===== config.mk =====
export PLATFORM = sky130hd
export DESIGN_NAME = plm_div
export DESIGN_NICKNAME = d
export VERILOG_FILES = /design/src/hw/rtl/plm_pkg.sv /design/src/hw/rtl/plm_div.sv
export SDC_FILE = /design/constraint.sdc
export NUM_CORES = 1
export LEC_CHECK = 0
export BUFFER_PORTS_ARGS = -buffer_cell sky130_fd_sc_hd__buf_2
export CORE_MARGIN = 4
export CORE_UTILIZATION = 56
export DETAILED_ROUTE_END_ITERATION = 7
export GPL_TIMING_DRIVEN = 0
export MAX_ROUTING_LAYER = met4
export PLACE_DENSITY = 0.81
export SLEW_MARGIN = 40
export SYNTH_ARGS = -nofsm -noshare
export SYNTH_HDL_FRONTEND = slang
export SYNTH_SLANG_ARGS = --single-unit
export TNS_END_PERCENT = 20

===== constraint.sdc =====
create_clock -name clk -period 3.6 [get_ports clk]
set_input_delay 0.9 -clock clk [delete_from_list [all_inputs] [get_ports clk]]
set_output_delay 0.9 -clock clk [all_outputs]
set_load 0.01 [all_outputs]

===== src/hw/rtl/plm_pkg.sv =====
// Package for the polyline length projection block.
// Holds the sequencer state type, register indexes and shared widths.
// No dependencies.
package plm_pkg;

  localparam int MAX_POINTS = 64;
  localparam int PT_AW      = 6;
  localparam int DIV_NW     = 64;
  localparam int DIV_DW     = 40;

  localparam logic [1:0] CFG_RANGE_MIN = 2'd0;
  localparam logic [1:0] CFG_RANGE_MAX = 2'd1;
  localparam logic [1:0] CFG_WEIGHT    = 2'd2;

  localparam logic [63:0] EDGE_SAT = 64'h0000_7FFF_FFFF_FFFF;

  typedef enum logic [4:0] {
    ST_LOAD,
    ST_SQ,
    ST_SQRT,
    ST_DECIDE,
    ST_E_RD,
    ST_E_AX,
    ST_E_DIV0,
    ST_E_DIV,
    ST_E_WR,
    ST_O_RD,
    ST_O_T,
    ST_O_DIV0,
    ST_O_DIV,
    ST_O_ML,
    ST_O_MH,
    ST_O_SAT,
    ST_O_SEND
  } state_t;

  function automatic logic [31:0] mag33(input logic signed [32:0] v);
    logic signed [32:0] m;
    m = v[32] ? -v : v;
    return m[31:0];
  endfunction

endpackage


===== src/hw/rtl/plm_div.sv =====
// Restoring divider, one quotient bit per cycle, shared by the sequencer.
// Uses plm_pkg for its widths.
module plm_div (
  input  logic                        clk,
  input  logic                        rst_n,
  input  logic                        start,
  input  logic [plm_pkg::DIV_NW-1:0]  dividend,
  input  logic [plm_pkg::DIV_DW-1:0]  divisor,
  output logic                        done,
  output logic [plm_pkg::DIV_NW-1:0]  quotient
);

  logic                        busy_r;
  logic                        done_r;
  logic [5:0]                  cnt_r;
  logic [plm_pkg::DIV_DW-1:0]  rem_r;
  logic [plm_pkg::DIV_DW-1:0]  dvs_r;
  logic [plm_pkg::DIV_NW-1:0]  quo_r;
  logic [plm_pkg::DIV_DW:0]    shifted;
  logic [plm_pkg::DIV_DW:0]    diff;
  logic                        ge;

  assign shifted = {rem_r, quo_r[plm_pkg::DIV_NW-1]};
  assign diff    = shifted - {1'b0, dvs_r};
  assign ge      = shifted >= {1'b0, dvs_r};

  always_ff @(posedge clk) begin
    if (!rst_n) begin
      busy_r <= 1'b0;
      done_r <= 1'b0;
      cnt_r  <= '0;
    end else begin
      done_r <= 1'b0;
      if (start) begin
        busy_r <= 1'b1;
        cnt_r  <= '0;
      end else if (busy_r) begin
        cnt_r <= cnt_r + 6'd1;
        if (cnt_r == 6'd63) begin
          busy_r <= 1'b0;
          done_r <= 1'b1;
        end
      end
    end
  end

  always_ff @(posedge clk) begin
    if (start) begin
      quo_r <= dividend;
      rem_r <= '0;
      dvs_r <= divisor;
    end else if (busy_r) begin
      rem_r <= ge ? diff[plm_pkg::DIV_DW-1:0] : shifted[plm_pkg::DIV_DW-1:0];
      quo_r <= {quo_r[plm_pkg::DIV_NW-2:0], ge};
    end
  end

  assign done     = done_r;
  assign quotient = quo_r;

endmodule


==> results of run 1 <==
logic make-up after synthesis:
kind of cell    count (synthesis)  share of synthesized area
simple gates                  200                      0.114
compound gates                180                      0.146
flops                         152                      0.479
mux                            94                      0.120
buf+inv                        92                     0.0430
fa+ha+maj                      42                     0.0626
xor+xnor                       34                     0.0350
power groups by stage:
stage	Clock, uW	Combinational [uW]	Sequential [uW]
4_1_cts	1790	1170	2140
6_report	1780	1180	2140
3_5_place_dp	0	1160	2170
3_3_place_gp	0	1130	2170
2_1_floorplan	0	788	2190
5_1_grt	1860	1310	2160
flip-flops by register name (all words and copies together), names as in the netlist:
signal    count
quotient     64
dvs_r        40
rem_r        40
cnt_r         6
busy_r        1
done          1
worst max-delay path by stage:
stage	from	to	depth (start not counted)	slack, ps
6_report	dvs_r[1]$_DFFE_PP_	rem_r[38]$_SDFFE_PP0P_	12	270
5_1_grt	quotient[63]$_DFFE_PP_	rem_r[38]$_SDFFE_PP0P_	12	60
4_1_cts	dvs_r[1]$_DFFE_PP_	rem_r[0]$_SDFFE_PP0P_	12	200
3_5_place_dp	start	quotient[22]$_DFFE_PP_	5	90
3_3_place_gp	start	quotient[22]$_DFFE_PP_	4	-660
2_1_floorplan	quotient[63]$_DFFE_PP_	rem_r[36]$_SDFFE_PP0P_	11	740
placed cells by master, fill, tap and decap left out, types with 5 or more instances in the layout:
| cell | instances |
|---|---|
| clkbuf_16 | 17 |
| clkbuf_1 | 27 |
| inv_1 | 50 |
| nor3_1 | 13 |
| buf_2 | 182 |
| a21oi_1 | 51 |
| xnor2_1 | 15 |
| nand3_1 | 7 |
| mux2_2 | 64 |
| and3_1 | 5 |
| nor2b_1 | 6 |
| mux2i_1 | 30 |
| ha_1 | 41 |
| a31oi_1 | 6 |
| a21o_1 | 9 |
| a211oi_1 | 33 |
| nor4_1 | 5 |
| o21bai_1 | 10 |
| nor2_1 | 69 |
| nand2_1 | 49 |
| edfxtp_1 | 104 |
| nand4_1 | 17 |
| xor2_1 | 19 |
| o21a_1 | 10 |
| dfxtp_1 | 48 |
| o21ai_0 | 24 |
worst max-delay path, stage by stage, from the launching register on:
cell	delay, ps
edfxtp_1	430
inv_1	90
ha_1	240
nor2b_1	150
o31a_1	310
o21ai_2	240
o221ai_4	170
a41oi_4	320
a211oi_4	140
nor2_2	310
buf_2	380
nor2_1	110
a221oi_1	340
repair_timing:
| action | 4_1_cts | 5_1_grt |
|---|---|---|
| hold buffers | 0 | 0 |
| resized for setup | 0 | 3 |
| endpoints found under the setup margin | 0 | 3 |
routing by layer:
metal  track usage  vias up  part of all wire
met3        0.0627       39             0.078
li1              -     3328                 -
met2         0.408      266              0.49
met5             -        -                 0
met4        0.0823        0             0.019
met1         0.311     3280              0.42
stage by stage:
step           cell area, sq um  TNS [ps]   util  power, uW
2_1_floorplan              8520         0      -       2980
3_3_place_gp               9600    -41770  0.653       3300
3_5_place_dp               9630         0  0.655       3330
4_1_cts                   10200         0  0.694       5100
5_1_grt                   10200         0  0.695       5330
6_report                  10200         0  0.695       5090
cell type report:
| cell class | count | area, sq um | share of cell area |
|---|---|---|---|
| tap | 184 | 230 | 0.0225 |
| clock inverter | 13 | 148 | 0.0145 |
| antenna | 1 | 2.50 | 0.000245 |
| clock buffer | 18 | 429 | 0.0420 |
| multi-input combinational | 550 | 4080 | 0.399 |
| inverter | 50 | 188 | 0.0184 |
| sequential | 152 | 4080 | 0.400 |
| timing repair buffer | 172 | 878 | 0.0860 |
| buffer | 42 | 180 | 0.0176 |
Yosys cell counts, drive strengths merged (2+ instances only):
| cell | n |
|---|---|
| a211oi | 34 |
| xor2 | 19 |
| and2 | 3 |
| or2 | 6 |
| mux2 | 64 |
| or3 | 2 |
| o211ai | 3 |
| a21oi | 51 |
| dfxtp | 48 |
| nand4b | 2 |
| nor4 | 6 |
| a211o | 3 |
| and3 | 5 |
| o32ai | 2 |
| buf | 13 |
| nand2 | 49 |
| mux2i | 30 |
| ha | 41 |
| nand2b | 3 |
| and4 | 3 |
| a221oi | 3 |
| a31oi | 6 |
| nor3b | 3 |
| nand3 | 8 |
| inv | 50 |
| o21bai | 10 |
| a311oi | 5 |
| edfxtp | 104 |
| o21a | 10 |
| clkbuf | 29 |
| or4 | 2 |
| o31ai | 2 |
| nor3 | 14 |
| nor2b | 6 |
| xnor2 | 15 |
| a21o | 9 |
| o21ai | 28 |
| o311ai | 3 |
| nor2 | 70 |
| nand4 | 18 |
==> impl_metrics.json, run 1 <==
{
  "drc": 0,
  "crit_path_end_kind": "flip-flop",
  "syn_avg_cell_area_sq_um": 10.7,
  "cts_setup_buffers": 0,
  "min_delay_path_depth": 2,
  "synth.net_count": 943,
  "fin_crit_sh": 0.924,
  "post_drt_wl_per_cell_microns": 17.7,
  "synth_ff_type": "edfxtp_1",
  "tightest_slew_ps": 762,
  "die_area_sq_mm": 0.0172,
  "final_cells": 1182,
  "cts_buffer_depth": 2,
  "num_rows": 44,
  "cellLeakagePower_uw": 0.00444,
  "worstPathRequired_ps": 3920,
  "drive_gt1_frac": 0.300,
  "holdPathEnd": "rem_r[39]$_SDFFE_PP0P_",
  "synth.distinct_cells": 63,
  "power_frac_clock": 0.349,
  "gr-total-overflow": 0,
  "r2r_cells": 12,
  "worstReg2RegStart": "dvs_r[1]$_DFFE_PP_",
  "status": "finished clean",
  "layout_setup_ws_ps": 273,
  "clk_pin_slew_ps": 70,
  "fp.dieH_microns": 131,
  "nFillCells": 1107,
  "finalHoldViolCount": 0,
  "synth_edf_count": 104,
  "dr.pass1.iters": 7,
  "min_period_ps": 3330,
  "ys_warn_count": 0,
  "synth_top_area_share": 0.367,
  "r2r_slack_ps": 270,
  "async_flop_share": 0,
  "worstPathArrival_ps": 3650,
  "vias": 6913,
  "rsz0062_at_grt": "false",
  "finalMaxSlewViolations": 0,
  "wirelength_mm": 21.0,
  "whs_ps": 469,
  "fin_nets": 1134,
  "coreArea_sq_mm": 0.0147,
  "synth.largest_area_cell": "edfxtp_1",
  "combinationalPowerShare": 0.232,
  "antenna_found_initial": 1,
  "cts_buffers": 17,
  "startpoint_type": "flip-flop",
  "cts_max_level": 4,
  "worstSkewPairLatency_ps": 430,
  "seqPwrFrac": 0.419,
  "place_inst": 1150,
  "synth_top_cells_by_area": "edfxtp_1, dfxtp_1, mux2_2, ha_1, mux2i_1",
  "grt_use_total": 0.251,
  "finalSetupViolations": 0,
  "start_util": 0.580,
  "place_ws_ps": 87.6,
  "ant_nets": 0,
  "ys_ff_latch": 152,
  "r2r-end": "rem_r[38]$_SDFFE_PP0P_",
  "grt_pass1_wl_mm": 34.5,
  "internal_power_uw": 3580,
  "p_sw_uw": 1520,
  "syn_to_final_growth_pct": 19.9,
  "port_buffers": 171,
  "p_per_area_mw_per_mm2": 499,
  "hpwl_mm": 15.4,
  "hp-start": "rem_r[39]$_SDFFE_PP0P_",
  "io_pins": 172,
  "drtIter0Drc": 518,
  "grt_max_degree": 43,
  "fin_skew_ps": 15.0,
  "cts_tree": "done",
  "synth_seq_area_share": 0.479,
  "hp-class": "flip-flop to flip-flop",
  "drv_cap": 0,
  "cp_max_fo": 10,
  "syn_area_sq_mm": 0.00852,
  "dieWidth_microns": 131,
  "ir_worst_vdd_mv": 0.538,
  "p_sw_frac": 0.298,
  "max_freq_mhz": 301,
  "gp_congestion": 0.921,
  "cts_root_buf": "clkbuf_16",
  "syn_inst": 794,
  "vias_per_cell": 5.85,
  "crit_type": "flip-flop to flip-flop",
  "slew_headroom": 0.492,
  "cts.sinks": 152,
  "grt_pass1_vias": 7058
}
(Power assumes the default switching activity.)
==> inputs of run 2 (changes only) <==
--- a/config.mk
+++ b/config.mk
@@ -6,8 +6,10 @@
 export NUM_CORES = 1
 export LEC_CHECK = 0
 export BUFFER_PORTS_ARGS = -buffer_cell sky130_fd_sc_hd__buf_2
+export CORE_ASPECT_RATIO = 0.7
 export CORE_MARGIN = 4
 export CORE_UTILIZATION = 56
+export CTS_CLUSTER_DIAMETER = 150
 export DETAILED_ROUTE_END_ITERATION = 7
 export GPL_TIMING_DRIVEN = 0
 export MAX_ROUTING_LAYER = met4
==> run 2 against run 1 <==
Against the previous run: critical path depth is the same; fmax shrank 3.5%; non-clock buffer count is the same; clock power grew 11%; combinational power is essentially flat; global-route usage is essentially flat; final cell count grew 1.0%; count of clock-buffer cells in the layout is the same; first-iteration DRC count grew 17%; via count shrank 0.67%; critical endpoint unchanged; highest routed layer unchanged.
==> impl_metrics.json, run 2 (synthesis results as in run 1) <==
{
  "final_common_cell": "buf_2",
  "fin_tns_setup_ps": 0,
  "drv_cap": 0,
  "cts_max_level": 4,
  "grt_pass1_wl_mm": 33.7,
  "drtIter0Drc": 608,
  "finalMaxSlewViolations": 0,
  "grt_max_degree": 43,
  "ir_worst_vdd_mv": 0.378,
  "cp_max_fo": 3,
  "vias_per_cell": 5.75,
  "wirelength_mm": 21.3,
  "crit_slowest_cell": "edfxtp_1",
  "num_rows": 37,
  "p_per_area_mw_per_mm2": 515,
  "slew_headroom": 0.510,
  "worstPathArrival_ps": 3780,
  "gp_congestion": 0.955,
  "cts-hold-fix-buffers": 0,
  "hp-class": "flip-flop to flip-flop",
  "syn_to_final_growth_pct": 21.1,
  "clk_pin_slew_ps": 60,
  "seqPwrFrac": 0.402,
  "p_sw_frac": 0.294,
  "io_pins": 172,
  "vias": 6867,
  "drc": 0,
  "p_sw_uw": 1560,
  "cellLeakagePower_uw": 0.00447,
  "crit_path_max_incr_delay_ps": 450,
  "r2r_slack_ps": 150,
  "die_area_sq_mm": 0.0173,
  "gr-total-overflow": 0,
  "post-route-util": 0.696,
  "min_delay_path_depth": 2,
  "worstSkewPairLatency_ps": 440,
  "stdcell_area_sq_mm": 0.0103,
  "worstReg2RegStart": "quotient[63]$_DFFE_PP_",
  "cts_root_buf": "clkbuf_16",
  "tightest_slew_ps": 736,
  "fin_skew_ps": 9.91,
  "hp-start": "cnt_r[5]$_SDFFE_PP0P_",
  "worstPathRequired_ps": 3930,
  "internal_power_uw": 3750,
  "crit_chain": "inv_1 -> ha_1 -> fa_1 -> nor2b_1 -> o2111a_1 -> o21ai_0 -> a311oi_2 -> o211ai_1 -> a31oi_1 -> o21ai_0 -> mux2_2 -> a221oi_1",
  "crit_path_end_kind": "flip-flop",
  "power_frac_clock": 0.372,
  "finalHoldViolCount": 0,
  "largest_register_ffs": 64,
  "antenna_found_initial": 1,
  "path_common_cell": "o21ai_0",
  "dr.pass1.iters": 6,
  "ant_nets": 0,
  "min_period_ps": 3450,
  "drive_gt1_frac": 0.305,
  "place_area_sq_mm": 0.00964,
  "fin_crit_sh": 0.958,
  "max_freq_mhz": 290,
  "start_util": 0.575,
  "cts_buffer_depth": 2,
  "layout_common_cells": "buf_2, edfxtp_1, nor2_1",
  "fp.dieH_microns": 111,
  "startpoint_type": "flip-flop",
  "cts_buffers": 17,
  "grt_use_total": 0.251,
  "hpwl_mm": 15.7,
  "rsz0062_at_grt": "true",
  "cts_tree": "done",
  "post_drt_wl_per_cell_microns": 17.8,
  "coreArea_sq_mm": 0.0148,
  "r2r_cells": 12,
  "port_buffers": 171,
  "status": "finished clean",
  "r2r-end": "rem_r[38]$_SDFFE_PP0P_",
  "finalSetupViolations": 0,
  "crit_type": "flip-flop to flip-flop",
  "fin_nets": 1134,
  "dieWidth_microns": 155,
  "grt_pass1_vias": 6514,
  "cts.sinks": 152,
  "holdPathEnd": "done$_SDFF_PP0_",
  "combinationalPowerShare": 0.226
}
## run 2: changes by cell type in the layout (fill, tap and decap cells not counted), sizes merged
cell / change
bufinv: +2
clkinv: -4
clkinvlp: +1
inv: +2
## run 2: repair_timing
item                                    4_1_cts  5_1_grt
buffers inserted                              0        0
endpoints found under the setup margin        0        5
gates resized for setup                       0        4
## run 2: worst max-delay path by stage
stage                      startpoint                      to
6_report       quotient[63]$_DFFE_PP_  rem_r[38]$_SDFFE_PP0P_
5_1_grt        quotient[63]$_DFFE_PP_  rem_r[38]$_SDFFE_PP0P_
4_1_cts        quotient[63]$_DFFE_PP_  rem_r[38]$_SDFFE_PP0P_
3_5_place_dp                    start  quotient[37]$_DFFE_PP_
3_3_place_gp                    start  quotient[37]$_DFFE_PP_
2_1_floorplan  quotient[63]$_DFFE_PP_  rem_r[36]$_SDFFE_PP0P_
## run 2: layout make-up
cell class / count / area (sq um)
Fill cell: 1114 / 4500
Multi-Input combinational cell: 550 / 4090
Sequential cell: 152 / 4080
Timing Repair Buffer: 172 / 878
Clock buffer: 18 / 439
Tap cell: 195 / 244
Clock inverter: 14 / 209
Inverter: 50 / 188
Buffer: 42 / 179
Antenna cell: 1 / 2.50
## run 2: per-layer routing
metal,wire length (microns),track usage,up-vias
met5,0,-,-
met4,296,0.0671,0
met3,1340,0.0628,30
met2,9720,0.357,225
met1,9930,0.360,3273
li1,-,-,3339
## run 2: per-stage QoR
| step | power, uW | std cells | hold slack (ps) | setup slack [ps] |
|---|---|---|---|---|
| after global routing | 5530 | 1194 | 511 | -28.9 |
| after global placement | 3300 | 1160 | 457 | -648 |
| after detailed placement | 3330 | 1161 | 470 | 124 |
| final | 5310 | 1194 | 484 | 153 |
| after floorplan | 2980 | 794 | 439 | 735 |
| after CTS | 5300 | 1193 | 479 | 116 |
## run 2: critical path: cells and delay by family, from the launching register on
| family | cells | cell delay, ps |
|---|---|---|
| AOI/OAI and AO/OA | 7 | 1900 |
| adders and majority gates | 2 | 460 |
| buffers and inverters | 1 | 90 |
| DFF | 1 | 450 |
| muxes | 1 | 360 |
| and+or+nand+nor | 1 | 80 |
## run 2: power by group through the flow
stage | Sequential [uW] | Clock [uW] | Combinational [uW]
2_1_floorplan | 2190 | 0 | 788
3_3_place_gp | 2160 | 0 | 1140
3_5_place_dp | 2170 | 0 | 1160
4_1_cts | 2140 | 1980 | 1180
5_1_grt | 2160 | 2070 | 1310
6_report | 2140 | 1970 | 1200
